`config.mk`:
```
export PLATFORM = sky130hd
export DESIGN_NAME = uds_single_frame_responder
export DESIGN_NICKNAME = d
export VERILOG_FILES = /design/src/rtl/core/usfr_pkg.sv /design/src/rtl/core/uds_single_frame_responder.sv /design/src/rtl/core/usfr_reply_gen.sv
export SDC_FILE = /design/constraint.sdc
export NUM_CORES = 1
export LEC_CHECK = 0
export ABC_AREA = 0
export BUFFER_PORTS_ARGS = -buffer_cell sky130_fd_sc_hd__buf_2
export CORE_MARGIN = 1.5
export CORE_UTILIZATION = 49
export DETAILED_ROUTE_END_ITERATION = 8
export GPL_TIMING_DRIVEN = 0
export MAX_ROUTING_LAYER = met4
export PLACE_DENSITY = 0.84
export SYNTH_ARGS = -nofsm -noshare
export SYNTH_HDL_FRONTEND = slang
export SYNTH_HIERARCHICAL = 1
export SYNTH_SLANG_ARGS = --single-unit
export TNS_END_PERCENT = 20
```
`constraint.sdc`:
```
create_clock -name clk -period 8.2 [get_ports clk]
set_clock_uncertainty 0.05 [all_clocks]
set_input_delay 0.41 -clock clk [delete_from_list [all_inputs] [get_ports clk]]
set_output_delay 0.41 -clock clk [all_outputs]
set_load 0.005 [all_outputs]
```
`src/rtl/core/usfr_pkg.sv`:
```
// Shared types, service codes and DID table for the UDS single-frame responder.
`timescale 1ns / 1ps

package usfr_pkg;

	localparam int unsigned IdW    = 29;
	localparam int unsigned DlcW   = 4;
	localparam int unsigned DataW  = 64;
	localparam int unsigned CfgIdxW = 2;

	localparam logic [CfgIdxW-1:0] CfgAdapterOpen = 2'd0;
	localparam logic [CfgIdxW-1:0] CfgEcuEnable   = 2'd1;
	localparam logic [CfgIdxW-1:0] CfgRequestId   = 2'd2;
	localparam logic [CfgIdxW-1:0] CfgResponseId  = 2'd3;

	localparam logic [IdW-1:0] RequestIdRst  = 29'h7E0;
	localparam logic [IdW-1:0] ResponseIdRst = 29'h7E8;
	localparam logic [7:0]     SessionRst    = 8'h01;
	localparam logic [DlcW-1:0] DlcMax       = 4'd8;

	localparam logic [7:0] SidSession    = 8'h10;
	localparam logic [7:0] SidEcuReset   = 8'h11;
	localparam logic [7:0] SidReadDid    = 8'h22;
	localparam logic [7:0] SidWriteDid   = 8'h2E;
	localparam logic [7:0] SidRoutine    = 8'h31;
	localparam logic [7:0] SidTesterPres = 8'h3E;

	localparam logic [7:0] RspSession    = 8'h50;
	localparam logic [7:0] RspEcuReset   = 8'h51;
	localparam logic [7:0] RspReadDid    = 8'h62;
	localparam logic [7:0] RspWriteDid   = 8'h6E;
	localparam logic [7:0] RspRoutine    = 8'h71;
	localparam logic [7:0] RspTesterPres = 8'h7E;
	localparam logic [7:0] RspNegative   = 8'h7F;
	localparam logic [7:0] NrcNotSupp    = 8'h11;

	localparam logic [15:0] DidVin    = 16'hF190;
	localparam logic [15:0] DidHw     = 16'hF18E;
	localparam logic [15:0] DidSw     = 16'hF18A;
	localparam logic [15:0] DidVendor = 16'hF18C;
	localparam logic [15:0] DidCustom = 16'h1234;

	typedef enum logic [2:0] {
		KIND_NONE,
		KIND_SESSION,
		KIND_READ_DID,
		KIND_WRITE_DID,
		KIND_ROUTINE,
		KIND_TESTER_PRES,
		KIND_ECU_RESET,
		KIND_NEGATIVE
	} kind_t;

	typedef struct packed {
		kind_t      kind;
		logic [7:0] sid;
		logic [7:0] b2;
		logic [7:0] b3;
		logic [7:0] b4;
	} req_t;

	typedef struct packed {
		logic [DlcW-1:0]  len;
		logic [DataW-1:0] data;
	} rsp_t;

	// Read DID reply frame; long records give the first-frame header and six bytes.
	function automatic rsp_t did_reply(input logic [15:0] did);
		rsp_t r;
		r.len = 4'd8;
		unique case (did)
			DidVin:    r.data = {"S", "E", "T", did[7:0], did[15:8], RspReadDid, 8'd20, 8'h10};
			DidHw:     r.data = {"_", "W", "H", did[7:0], did[15:8], RspReadDid, 8'd12, 8'h10};
			DidSw:     r.data = {"_", "W", "S", did[7:0], did[15:8], RspReadDid, 8'd12, 8'h10};
			DidVendor: r.data = {"R", "I", "V", did[7:0], did[15:8], RspReadDid, 8'd10, 8'h10};
			DidCustom: r.data = {8'h78, 8'h56, 8'h34, 8'h12, did[7:0], did[15:8], RspReadDid,
				8'd7};
			default: begin
				r.len  = 4'd6;
				r.data = {8'h00, 8'h00, 8'h00, 8'h00, did[7:0], did[15:8], RspReadDid, 8'd5};
			end
		endcase
		return r;
	endfunction

endpackage

```
`src/rtl/core/uds_single_frame_responder.sv`:
```
// Top level of the UDS single-frame responder: three-stage frame pipeline.
`timescale 1ns / 1ps

// Takes one CAN frame per cycle while frame_stall is low and gives exactly one
// result item per frame once it has passed stages one, two and three. Stage one
// registers the frame with the adapter and identifier checks, stage two checks
// the ISO-TP single-frame header and decodes the service, stage three builds
// the reply, from the DID table for Read DID. Each stage advances when the
// stage after it is empty or moving, so bubbles close up and a stall on the
// reply side backs up to frame_stall. cfg_ready is always high; configuration
// is meant to be written only while no frame is in flight.

module uds_single_frame_responder (
	input  logic                               clk,
	input  logic                               arst_n,
	input  logic                               cfg_valid,
	output logic                               cfg_ready,
	input  logic [usfr_pkg::CfgIdxW-1:0]       cfg_index,
	input  logic [usfr_pkg::IdW-1:0]           cfg_data,
	input  logic                               frame_valid,
	output logic                               frame_stall,
	input  logic [usfr_pkg::IdW-1:0]           frame_id,
	input  logic                               frame_extended,
	input  logic [usfr_pkg::DlcW-1:0]          frame_length,
	input  logic [usfr_pkg::DataW-1:0]         frame_payload,
	output logic                               reply_valid,
	input  logic                               reply_stall,
	output logic                               accepted,
	output logic                               responded,
	output logic [usfr_pkg::IdW-1:0]           reply_id,
	output logic                               reply_extended,
	output logic [usfr_pkg::DlcW-1:0]          reply_length,
	output logic [usfr_pkg::DataW-1:0]         reply_payload
);

	logic                        adapter_open_q;
	logic                        ecu_enable_q;
	logic [usfr_pkg::IdW-1:0]    request_id_q;
	logic [usfr_pkg::IdW-1:0]    response_id_q;
	logic [7:0]                  diag_session_q;

	logic                        en1, en2, en3;
	logic                        valid_s1, valid_s2, valid_s3;

	logic                        acc_s1, hit_s1, ext_s1;
	logic [usfr_pkg::DlcW-1:0]   dlc_s1;
	logic [39:0]                 pl_s1;

	logic                        acc_s2, ext_s2;
	usfr_pkg::req_t              req_s2;

	logic                        acc_s3, resp_s3, ext_s3;
	logic [usfr_pkg::IdW-1:0]    id_s3;
	logic [usfr_pkg::DlcW-1:0]   len_s3;
	logic [usfr_pkg::DataW-1:0]  data_s3;

	logic [usfr_pkg::DlcW-1:0]   dlc_clamp;
	logic [3:0]                  sf_len;
	logic                        sf_ok;
	usfr_pkg::req_t              req_d;
	usfr_pkg::rsp_t              rsp_d;

	assign en3         = !valid_s3 || !reply_stall;
	assign en2         = !valid_s2 || en3;
	assign en1         = !valid_s1 || en2;
	assign frame_stall = !en1;
	assign cfg_ready   = 1'b1;

	always_ff @(posedge clk or negedge arst_n) begin
		if (!arst_n) begin
			adapter_open_q <= 1'b0;
			ecu_enable_q   <= 1'b1;
			request_id_q   <= usfr_pkg::RequestIdRst;
			response_id_q  <= usfr_pkg::ResponseIdRst;
		end else if (cfg_valid) begin
			unique case (cfg_index)
				usfr_pkg::CfgAdapterOpen: adapter_open_q <= cfg_data[0];
				usfr_pkg::CfgEcuEnable:   ecu_enable_q   <= cfg_data[0];
				usfr_pkg::CfgRequestId:   request_id_q   <= cfg_data;
				usfr_pkg::CfgResponseId:  response_id_q  <= cfg_data;
				default: ;
			endcase
		end
	end

	// Stage one
	assign dlc_clamp = (frame_length > usfr_pkg::DlcMax) ? usfr_pkg::DlcMax : frame_length;

	always_ff @(posedge clk or negedge arst_n) begin
		if (!arst_n) begin
			valid_s1 <= 1'b0;
		end else if (en1) begin
			valid_s1 <= frame_valid;
		end
	end

	always_ff @(posedge clk) begin
		if (en1 && frame_valid) begin
			acc_s1 <= adapter_open_q;
			hit_s1 <= adapter_open_q && ecu_enable_q && (frame_id == request_id_q);
			ext_s1 <= frame_extended;
			dlc_s1 <= dlc_clamp;
			pl_s1  <= frame_payload[39:0];
		end
	end

	// Stage two: single-frame header check and service decode
	assign sf_len = pl_s1[3:0];
	assign sf_ok  = hit_s1 && (dlc_s1 != '0) && (pl_s1[7:4] == 4'd0) && (sf_len != 4'd0)
		&& ({1'b0, sf_len} + 5'd1 <= {1'b0, dlc_s1});

	always_comb begin
		req_d.sid  = pl_s1[15:8];
		req_d.b2   = pl_s1[23:16];
		req_d.b3   = pl_s1[31:24];
		req_d.b4   = pl_s1[39:32];
		req_d.kind = usfr_pkg::KIND_NONE;
		if (sf_ok) begin
			unique case (pl_s1[15:8])
				usfr_pkg::SidSession:
					req_d.kind = (sf_len >= 4'd2) ? usfr_pkg::KIND_SESSION : usfr_pkg::KIND_NONE;
				usfr_pkg::SidReadDid:
					req_d.kind = (sf_len >= 4'd3) ? usfr_pkg::KIND_READ_DID : usfr_pkg::KIND_NONE;
				usfr_pkg::SidWriteDid:
					req_d.kind = (sf_len >= 4'd3) ? usfr_pkg::KIND_WRITE_DID : usfr_pkg::KIND_NONE;
				usfr_pkg::SidRoutine:
					req_d.kind = (sf_len >= 4'd4) ? usfr_pkg::KIND_ROUTINE : usfr_pkg::KIND_NONE;
				usfr_pkg::SidTesterPres: req_d.kind = usfr_pkg::KIND_TESTER_PRES;
				usfr_pkg::SidEcuReset:   req_d.kind = usfr_pkg::KIND_ECU_RESET;
				default:                 req_d.kind = usfr_pkg::KIND_NEGATIVE;
			endcase
		end
	end

	always_ff @(posedge clk or negedge arst_n) begin
		if (!arst_n) begin
			valid_s2       <= 1'b0;
			diag_session_q <= usfr_pkg::SessionRst;
		end else if (en2) begin
			valid_s2 <= valid_s1;
			if (valid_s1 && req_d.kind == usfr_pkg::KIND_SESSION) begin
				diag_session_q <= req_d.b2;
			end
		end
	end

	always_ff @(posedge clk) begin
		if (en2 && valid_s1) begin
			acc_s2 <= acc_s1;
			ext_s2 <= ext_s1;
			req_s2 <= req_d;
		end
	end

	// Stage three: reply build. The session register was last set by the item
	// now in stage two, so a session reply echoes it directly.
	usfr_reply_gen u_reply_gen (
		.req     (req_s2),
		.session (diag_session_q),
		.rsp     (rsp_d)
	);

	always_ff @(posedge clk or negedge arst_n) begin
		if (!arst_n) begin
			valid_s3 <= 1'b0;
		end else if (en3) begin
			valid_s3 <= valid_s2;
		end
	end

	always_ff @(posedge clk) begin
		if (en3 && valid_s2) begin
			acc_s3  <= acc_s2;
			resp_s3 <= (req_s2.kind != usfr_pkg::KIND_NONE);
			id_s3   <= (req_s2.kind != usfr_pkg::KIND_NONE) ? response_id_q : '0;
			ext_s3  <= (req_s2.kind != usfr_pkg::KIND_NONE) && ext_s2;
			len_s3  <= rsp_d.len;
			data_s3 <= rsp_d.data;
		end
	end

	assign reply_valid    = valid_s3;
	assign accepted       = acc_s3;
	assign responded      = resp_s3;
	assign reply_id       = id_s3;
	assign reply_extended = ext_s3;
	assign reply_length   = len_s3;
	assign reply_payload  = data_s3;

endmodule

```
`src/rtl/core/usfr_reply_gen.sv`:
```
// Reply frame builder: decoded request to reply length and data bytes.
`timescale 1ns / 1ps

module usfr_reply_gen (
	input  usfr_pkg::req_t req,
	input  logic [7:0]     session,
	output usfr_pkg::rsp_t rsp
);

	always_comb begin
		rsp.len  = '0;
		rsp.data = '0;
		unique case (req.kind)
			usfr_pkg::KIND_NONE: begin
				rsp.len = '0;
			end
			usfr_pkg::KIND_SESSION: begin
				rsp.len  = 4'd3;
				rsp.data = {40'd0, session, usfr_pkg::RspSession, 8'h02};
			end
			usfr_pkg::KIND_READ_DID: begin
				rsp = usfr_pkg::did_reply({req.b2, req.b3});
			end
			usfr_pkg::KIND_WRITE_DID: begin
				rsp.len  = 4'd4;
				rsp.data = {32'd0, req.b3, req.b2, usfr_pkg::RspWriteDid, 8'h03};
			end
			usfr_pkg::KIND_ROUTINE: begin
				rsp.len  = 4'd5;
				rsp.data = {24'd0, req.b4, req.b3, req.b2, usfr_pkg::RspRoutine, 8'h04};
			end
			usfr_pkg::KIND_TESTER_PRES: begin
				rsp.len  = 4'd2;
				rsp.data = {48'd0, usfr_pkg::RspTesterPres, 8'h01};
			end
			usfr_pkg::KIND_ECU_RESET: begin
				rsp.len  = 4'd2;
				rsp.data = {48'd0, usfr_pkg::RspEcuReset, 8'h01};
			end
			usfr_pkg::KIND_NEGATIVE: begin
				rsp.len  = 4'd4;
				rsp.data = {32'd0, usfr_pkg::NrcNotSupp, req.sid, usfr_pkg::RspNegative, 8'h03};
			end
			default: begin
				rsp.len = '0;
			end
		endcase
	end

endmodule

```
# Word-level counts from Yosys, hierarchy flattened
# Index checks and enable logic that the tools add are counted.
# word_totals
reg_bits	255
latch_bits	0
ram_bits	0
romBits	0
in_bits	134
output_inout_bits	103
elab_cells	98
mem_count	0
# classes
add_sub_neg	1
mul	0
div_mod_pow	0
magnitude_cmp	5
eq_ne	23
shift	0
muxes	10
bitwise_logic	0
n_reduce_logical	33
# op_table
op	count
64-bit case mux with 7 select lines	1
63-bit case mux with 5 select lines	1
16-bit == test, second input constant	4
8-bit by 6-bit == test with 1-bit output, second input constant	4
29-bit == test	1
4-bit case mux with 6 select lines	1
3-bit case mux with 6 select lines	1
16-bit by 13-bit == test with 1-bit output, second input constant	1
8-bit by 5-bit == test with 1-bit output, second input constant	2
3-bit == test, second input constant	4
1-bit logical AND	11
2-bit AND reduction	5
4-bit by 2-bit >= comparator with 1-bit output, second input constant	2
4-bit nonzero test	2
3-bit by 1-bit == test with 1-bit output, second input constant	2
3-bit by 2-bit == test with 1-bit output, second input constant	2
3-bit 2-to-1 mux	2
4-bit by 1-bit adder with 5-bit output, second input constant	1
5-bit by 4-bit less-or-equal comparator with 1-bit output	1
1-bit zero test	5
5-bit OR reduction	1
2-bit == test, second input constant	2
4-bit by 3-bit >= comparator with 1-bit output, second input constant	1
4-bit greater-than comparator, second input constant	1
10 further kinds	14

# Longest topological paths before layout
# Gate-level depths: netlist of the first run.
# logic_depth
depth_word	9
mapped_depth	9

# Hierarchy
# Netlist of the first run, hierarchy kept.
# by_module_without_submodules
module	n_inst	cells_per_inst	area_per_inst_um2	seq_area_each_um2
uds_single_frame_responder	1	482	9172.5	7320.8
usfr_reply_gen	1	172	1078.5	0.0

# Worst setup path after synthesis of the first run
# OpenSTA, ideal clock, no wires.
# synth_timing
kind	register to register
startpoint	register valid_s3 (netlist: reply_valid)
endpoint	register acc_s3 (netlist: accepted) (enable)
setup_ns	0.712
arrival_time_ns	7.674
required_ns	7.438
setup_slack_ns	-0.236
path_stages_with_launch	2
n_path_buf	0
period_less_slack_ns	8.436
path_cell_list	dfrtp_1 -> a21boi_0
# synth_between
elab_chain_len	3
# synth_lines
item	line	source
from (decl)	uds_single_frame_responder.sv:43	logic valid_s1, valid_s2, valid_s3;
from (signal assigned)	uds_single_frame_responder.sv:167	valid_s3 <= valid_s2;
1-bit zero test	uds_single_frame_responder.sv:63	assign en3 = !valid_s3 || !reply_stall;
1-bit logical OR	uds_single_frame_responder.sv:63	
1-bit logical AND	uds_single_frame_responder.sv:172	if (en3 && valid_s2) begin
to (signal assigned)	uds_single_frame_responder.sv:173	acc_s3 <= acc_s2;
to (decl)	uds_single_frame_responder.sv:52	logic acc_s3, resp_s3, ext_s3;
# Every way passes these cells.
# A chain may end at the register's enable or synchronous reset.

# Final worst setup path of the first run
# layout_timing
startpoint	register pl_s1[2]
endpoint	register diag_session_q[4]
# layout_between
elab_chain_len	7
elab_cells_between_ends	17
classes_between	add/sub (1); order compare (4); eq/ne (1); mux (6); reduce/logical (5)
# layout_lines
item	line	source
from (decl)	uds_single_frame_responder.sv:47	logic [39:0] pl_s1;
from (signal assigned)	uds_single_frame_responder.sv:103	pl_s1 <= frame_payload[39:0];
4-bit by 1-bit adder with 5-bit output (tied with other cells)	uds_single_frame_responder.sv:110	&& ({1'b0, sf_len} + 5'd1 <= {1'b0, dlc_s1});
5-bit by 4-bit less-or-equal comparator with 1-bit output (tied with other cells)	uds_single_frame_responder.sv:110	
1-bit logical AND or 3-bit case mux with 6 select lines (tied branches)	uds_single_frame_responder.sv:110, uds_single_frame_responder.sv:119	
3-bit 2-to-1 mux *	uds_single_frame_responder.sv:118	if (sf_ok) begin
3-bit by 1-bit == test with 1-bit output *	uds_single_frame_responder.sv:141	if (valid_s1 && req_d.kind == usfr_pkg::KIND_SESSION) begin
1-bit logical AND *	uds_single_frame_responder.sv:141	
2-bit AND reduction (no line) *	n/a	
to (signal assigned)	uds_single_frame_responder.sv:138	diag_session_q <= usfr_pkg::SessionRst;
to (signal assigned)	uds_single_frame_responder.sv:142	diag_session_q <= req_d.b2;
to (decl)	uds_single_frame_responder.sv:40	logic [7:0] diag_session_q;
# Mark *: on every way between the ends. The rest lies on a longest branch, timed or not.

==> qor.yml, run 1 <==
global_route:
  grt_first_pass_wirelength_um: 33400
  grt-ovfl-total: 0
  grt_pass1_vias: 6323
  track_usage_pct: 20.3
  antenna_found_initial: 3
  grt_start_max_net_pins: 72
clock_network:
  post_cts_buffers: 0
  cts_tree: "done"
  clockBufferDepth: 3
  clock-sinks: 255
  htree_levels: 1
  post_cts_resized: 0
  clock_latency_ns: 0.52
  clk_pin_slew_worst_paths_ns: 0.06
  root_buffer: "clkbuf_16"
  cts_made_buffers: 27
synth:
  synthTopCellsByArea: "edfxtp_1 54%, dfrtp_1 14%, mux2_2 7.1%, dfstp_2 3.8%, nor2b_1 2.1%"
  yosys_warnings: 6
  netlist_area_mm2: 0.0103
  ys_types: 64
  avgSynthCellArea_um2: 15.7
  ys_async_sr_fraction_pct: 27.8
  synth-edff-count: 184
  syn_inst: 654
  synth_ff_type: "edfxtp_1"
  ys_ff_latch: 255
  synth_top_area_share_pct: 53.9
  synth.yosys.seq_area_share_pct: 71.4
  yosys.area.top_type: "edfxtp_1"
cells_and_area:
  regArea_mm2: 0.00732
  final_common_cell: "buf_2"
  areaGrowthSynthToFinish_pct: 26.1
  fillers: 1470
  multiInputGateArea_mm2: 0.00271
  fin_util_pct: 63.5
  nNetsFinal: 1075
  final_cell_mix: "214 x buf_2, 184 x edfxtp_1, 65 x mux2_2"
  drive_above_1_share_pct: 39.5
worst_setup_path:
  required_ns: 8.56
  rrSetupSlack_ns: 5.58
  r2r_cells: 9
  crit_fanout: 8
  cp.arrival_ns: 2.98
  cpPeakStageDelay_ns: 0.36
  rr_endpoint: "diag_session_q[4]"
  path_class: "flop to flop"
  cp_cell_sequence: "clkbuf_1 > nand3_1 > xnor2_1 > ha_1 > a21oi_1 > o21ai_0 > a211o_1 > nand4b_4 > mux2_4"
  endpoint: "diag_session_q[4]"
  reg2reg_from: "pl_s1[2]"
  crit_path_end_kind: "flop"
  start_kind: "flop"
  worstSetupStartpoint: "pl_s1[2]"
  cp_slowest_cell: "mux2_4"
detailed_routing:
  drcViolationCount: 0
  detail_route.iter0.violations: 367
  wl_per_cell_um: 17.7
  via_count: 6294
  postRouteAntennaNets: 0
  vias_per_cell: 5.13
  drt_wl_total_um: 21700
  dr.pass1.iters: 5
power_and_ir_drop:
  p_per_area_mw_per_mm2: 243
  leakage_uw: 0.00534
  peakVddDrop_mv: 0.180
  finalPower_uw: 3140
timing:
  drv_slew: 0
  max_slew_margin_pct: 40.8
  max_freq_mhz: 382
  hold_violations: 0
  rsz0062_at_grt: "no"
  tightest_slew_ns: 0.888
  period_minus_slack_ns: 2.62
  min_period_over_period_pct: 31.9
  finalSetupViolations: 0
  setup_tns_ns: 0
floorplan:
  dieArea_mm2: 0.0218
  ios: 237
  core_mm2: 0.0204
  die_y_um: 148
  die_w_um: 148
  rows: 52
  initial_core_util_pct: 50.3
run_status:
  outcome: "finished, final reports clean"
placed_design:
  dp_hpwl_um: 14900
  port_buffers: 211
  place.gp.congestion: 0.877
hold_path:
  whs_path_depth: 1
  holdCritPathClass: "input port to flop"
job:
  drv_cap: 0
-- through the flow --
stage                     std cells  setup WS [ns]  instance area [um^2]  hold slack (ns)
after floorplan                 662           2.40                 10300           0.0644
after global placement         1143          0.379                 11700            0.351
after detailed placement       1149           5.60                 11800            0.355
after CTS                      1224           5.59                 12900         0.000150
after global routing           1228           5.36                 12900          0.00122
final                          1228           5.58                 12900           0.0203
-- kinds of logic after synthesis --
| kind of cell | synth area share [%] |
|---|---|
| AND/OR/NAND/NOR | 10.1 |
| adder cells (fa/ha/maj) | 0.854 |
| flip-flops | 71.4 |
| multiplexers | 7.73 |
| buffers and inverters | 2.61 |
| XOR/XNOR | 2.82 |
| AO/OA/AOI/OAI | 4.42 |
| other | 0.0733 |
-- repair_timing --
action / CTS / global route
hold endpoints to repair: 75 / 1
hold buffers: 25 / 1
endpoints found under the setup margin: 0 / 0
-- per-layer routing --
layer	vias to the layer above	track usage (%)	share of wire, %
li1	2970	-	-
met2	247	32.9	49
met1	3047	26.5	42
met3	30	3.24	6.2
met5	-	-	0
met4	0	6.00	2.2
-- state kept, by name, indices dropped and copies added, names as in the netlist --
name            cells
valid_s2            1
adapter_open_q      1
responded           1
response_id_q      29
req_s2             35
reply_id           29
request_id_q       29
ecu_enable_q        1
acc_s1              1
reply_length        4
reply_valid         1
diag_session_q      8
dlc_s1              4
valid_s1            1
reply_extended      1
accepted            1
acc_s2              1
hit_s1              1
ext_s1              1
reply_payload      64
pl_s1              40
ext_s2              1
-- synthesized netlist by cell type (all sizes together) (8+ instances only) --
master / instances
edfxtp: 184
mux2: 69
dfrtp: 56
nor2b: 34
nor2: 31
buf: 25
nand2: 22
xor2: 22
a21oi: 17
nand3: 17
clkbuf: 16
dfstp: 15
inv: 11
xnor2: 11
nand4: 10
nor4: 9
a221oi: 8
nor3: 8
-- critical path, delay by kind of cell, from the launching register on --
| kind | cells | cell delay [ns] |
|---|---|---|
| compound gates | 3 | 0.61 |
| mux | 1 | 0.36 |
| fa+ha+maj | 1 | 0.31 |
| buf+inv | 1 | 0.25 |
| flops | 1 | 0.32 |
| simple gates | 2 | 0.44 |
| xor+xnor | 1 | 0.14 |
-- worst min-delay path by stage --
| stage | start | to | slack, ns |
|---|---|---|---|
| global route | frame_payload[34] | pl_s1[34] | 0.001 |
| CTS | frame_payload[34] | pl_s1[34] | 0.0002 |
| floorplan | arst_n | adapter_open_q | 0.06 |
| detailed placement | pl_s1[33] | req_s2[1] | 0.35 |
| finish | frame_payload[34] | pl_s1[34] | 0.02 |
| global placement | acc_s2 | accepted | 0.35 |
-- cell type report --
type                            count  area share, %
Antenna cell                        3         0.0581
Buffer                             41           1.75
Clock buffer                       43           6.01
Clock inverter                      7          0.349
Inverter                           11          0.319
Multi-Input combinational cell    355           20.9
Sequential cell                   255           56.6
Tap cell                          270           2.61
Timing Repair Buffer              243           11.3
-- where the power goes --
part	leakage [uW]	internal (uW)	total, uW	switching (uW)
logic	0.00230	185	368	183
registers	0.00264	1570	1650	73.5
clock network	0.000400	650	1120	473
Power figures use the tool's default switching activity.
==> run 2: changes to the inputs <==
--- a/config.mk
+++ b/config.mk
@@ -5,14 +5,14 @@
 export SDC_FILE = /design/constraint.sdc
 export NUM_CORES = 1
 export LEC_CHECK = 0
-export ABC_AREA = 0
+export ABC_AREA = 1
 export BUFFER_PORTS_ARGS = -buffer_cell sky130_fd_sc_hd__buf_2
 export CORE_MARGIN = 1.5
 export CORE_UTILIZATION = 49
 export DETAILED_ROUTE_END_ITERATION = 8
 export GPL_TIMING_DRIVEN = 0
 export MAX_ROUTING_LAYER = met4
-export PLACE_DENSITY = 0.84
+export PLACE_DENSITY = 0.83
 export SYNTH_ARGS = -nofsm -noshare
 export SYNTH_HDL_FRONTEND = slang
 export SYNTH_HIERARCHICAL = 1
==> constraint.sdc (replaced) <==
create_clock -name clk -period 2.26 [get_ports clk]
set_clock_uncertainty 0.05 [all_clocks]
set_input_delay 0.113 -clock clk [delete_from_list [all_inputs] [get_ports clk]]
set_output_delay 0.113 -clock clk [all_outputs]
set_load 0.005 [all_outputs]
==> qor.yml, run 2 <==
worst_setup_path:
  cp_top_family: "simple AND/OR/NAND/NOR gates"
  cp_cell_sequence: "buf_4 > inv_1 > ha_1 > ha_1 > nand3_1 > nand3b_1 > nand2_1 > nand2_2 > inv_4 > nand2_8 > o21bai_1 > nand2_1"
  crit_fanout: 9
  cp.arrival_ns: 2.58
  crit_path_end_kind: "flop"
  reg2reg_from: "pl_s1[0]"
  path_class: "flop to flop"
  rrSetupSlack_ns: 0.04
  rr_endpoint: "diag_session_q[2]"
  cp_slowest_cell: "edfxtp_1"
  required_ns: 2.61
  cpPeakStageDelay_ns: 0.41
  crit_buf_inv: 3
  r2r_cells: 12
  start_kind: "flop"
synth:
  yosysMostFrequentCell: "edfxtp_1"
  yosys_warnings: 6
  synth.yosys.seq_area_share_pct: 68.1
  ys_ff_latch: 255
  synth-compound-area-share_pct: 6.71
  synth_xor_area_share_pct: 0.571
  synthTopCellsByArea: "edfxtp_1 51%, dfrtp_1 13%, nand2_1 5.9%, inv_1 5.2%, dfstp_2 3.7%"
  ys_types: 48
  synth_top_family_by_area: "simple AND/OR/NAND/NOR gates"
  synth-edff-count: 184
  synth_ff_type: "edfxtp_1"
  synth_fa_ha_area_share_pct: 0.815
  synthSimpleGateAreaFrac_pct: 15.9
  synth_top_area_share_pct: 51.4
  post_synth_most_frequent_cells: "184 x edfxtp_1, 170 x nand2_1, 150 x inv_1"
  muxShareOfSynthArea_pct: 0
  syn_inst: 957
  avgSynthCellArea_um2: 11.2
  yosys.area.top_type: "edfxtp_1"
  netlist_area_mm2: 0.0107
  ys_async_sr_fraction_pct: 27.8
global_route:
  grt_pass1_vias: 8076
  grt_first_pass_wirelength_um: 41500
  use_met3_pct: 3.16
  grt-busiest-layer: "met2"
  antenna_found_initial: 0
  met1_usage_pct: 29.1
  grt_start_max_net_pins: 72
  grt-ovfl-total: 0
  track_usage_pct: 24.6
  use_met2_pct: 42.5
floorplan:
  dieArea_mm2: 0.0228
  core_mm2: 0.0213
  initial_core_util_pct: 50.5
  die_y_um: 151
  ios: 237
  rows: 53
  die_w_um: 151
run_status:
  outcome: "finished, final reports clean"
placed_design:
  place_area_mm2: 0.0123
  port_buffers: 211
  dp_hpwl_um: 17700
  place.gp.congestion: 0.890
timing:
  finalSetupViolations: 0
  tightest_slew_ns: 0.922
  period_minus_slack_ns: 2.22
  drv_slew: 0
  hold_violations: 0
  min_period_over_period_pct: 98.3
  max_freq_mhz: 450
  max_slew_margin_pct: 38.5
clock_network:
  cts_made_buffers: 26
  htree_levels: 1
  clock_latency_ns: 0.53
  root_buffer: "clkbuf_16"
  clockBufferDepth: 3
  clk_pin_slew_worst_paths_ns: 0.06
  cts_tree: "done"
  clock-sinks: 255
detailed_routing:
  drcViolationCount: 0
  postRouteAntennaNets: 0
  drt_wl_total_um: 27400
  detail_route.iter0.violations: 517
  vias_per_cell: 5.04
  dr.pass1.iters: 5
  wl_per_cell_um: 17.3
  via_count: 7989
cells_and_area:
  antenna_cells: 0
  fin_util_pct: 65.7
  final_cell_mix: "215 x buf_2, 184 x edfxtp_1, 169 x nand2_1"
  areaGrowthSynthToFinish_pct: 30.2
  fillers: 1564
  final_common_cell: "buf_2"
  nNetsFinal: 1433
  finalInstanceArea_mm2: 0.0140
  drive_above_1_share_pct: 27.8
  largest_register_ffs: 64
hold_path:
  whs_path_depth: 6
  holdCritPathClass: "input port to flop"
  hp-start: "frame_id[24]"
  min_to: "hit_s1"
power_and_ir_drop:
  leakage_uw: 0.00645
  p_per_area_mw_per_mm2: 832
  peakVddDrop_mv: 0.832
job:
  drv_cap: 0
-- run 2: cell count changes after synthesis, sizes merged, moves of 19 or more --
cell   before  now
nor2       31  110
nand3      17   38
xor2       22    3
mux2       69    0
nand2      22  186
o21ai       7   80
nor2b      34    0
inv        11  163
-- run 2: repair_timing --
| action | in CTS | in global routing |
|---|---|---|
| setup buffers | 0 | 3 |
| hold buffers | 81 | 0 |
| pin swaps | 0 | 2 |
| endpoints found under the hold margin | 164 | 0 |
| endpoints found under the setup margin | 2 | 9 |
| resized for setup | 1 | 7 |
-- run 2: report_power, final --
part | internal (uW) | switching [uW]
combinational | 601 | 841
sequential | 5660 | 270
clock | 2480 | 1790
-- run 2: worst min-delay path: stages --
cell and delay [ns]:
buf_2 0.08, xnor2_1 0.05, nand4_1 0.08, nor2_1 0.04, nand2_1 0.05, nor2_1 0.07
-- run 2: cell families after synthesis --
family	Yosys count
simple gates	361
flops	255
buf+inv	201
compound gates	124
xor+xnor	7
fa+ha+maj	7
other cells	2
-- run 2: final cells by class --
type	count	area (um^2)	share of cell area, %
plain buffers	37	220	1.57
multi-input cells	509	2660	19.0
well taps	275	344	2.46
flip-flops and latches	255	7320	52.3
repair buffers	299	1970	14.1
clock buffers	33	718	5.13
inverters	164	629	4.50
clock inverters	14	134	0.957
-- run 2: stage by stage --
stage          worst slack, ns  TNS (ns)  cells  power [uW]  hold slack, ns
2_1_floorplan           -0.317    -37.75    965        6650          -0.233
3_3_place_gp             -1.03   -140.88   1451        7200           0.240
3_5_place_dp          -0.00713  -0.00713   1455        7290           0.241
4_1_cts                0.00722         0   1583       11600          0.0725
5_1_grt               -0.00981   -0.0175   1586       12100           0.104
6_report                0.0388         0   1586       11600          0.0904
-- run 2: layer usage --
metal / vias up / wire length (um)
met5: - / 0
met1: 3771 / 10700
li1: 3804 / -
met3: 76 / 1670
met2: 338 / 13900
met4: 0 / 1130
-- run 2: worst max-delay path by stage --
stage / startpoint / to / slack, ns / cells after the start
after floorplan: reply_valid / accepted / -0.32 / 1
after CTS: pl_s1[0] / diag_session_q[5] / 0.007 / 11
after global placement: reply_valid / reply_id[23] / -1.03 / 1
after global routing: pl_s1[0] / diag_session_q[3] / -0.01 / 12
after detailed placement: reply_valid / diag_session_q[5] / -0.007 / 8
final: pl_s1[0] / diag_session_q[2] / 0.04 / 12
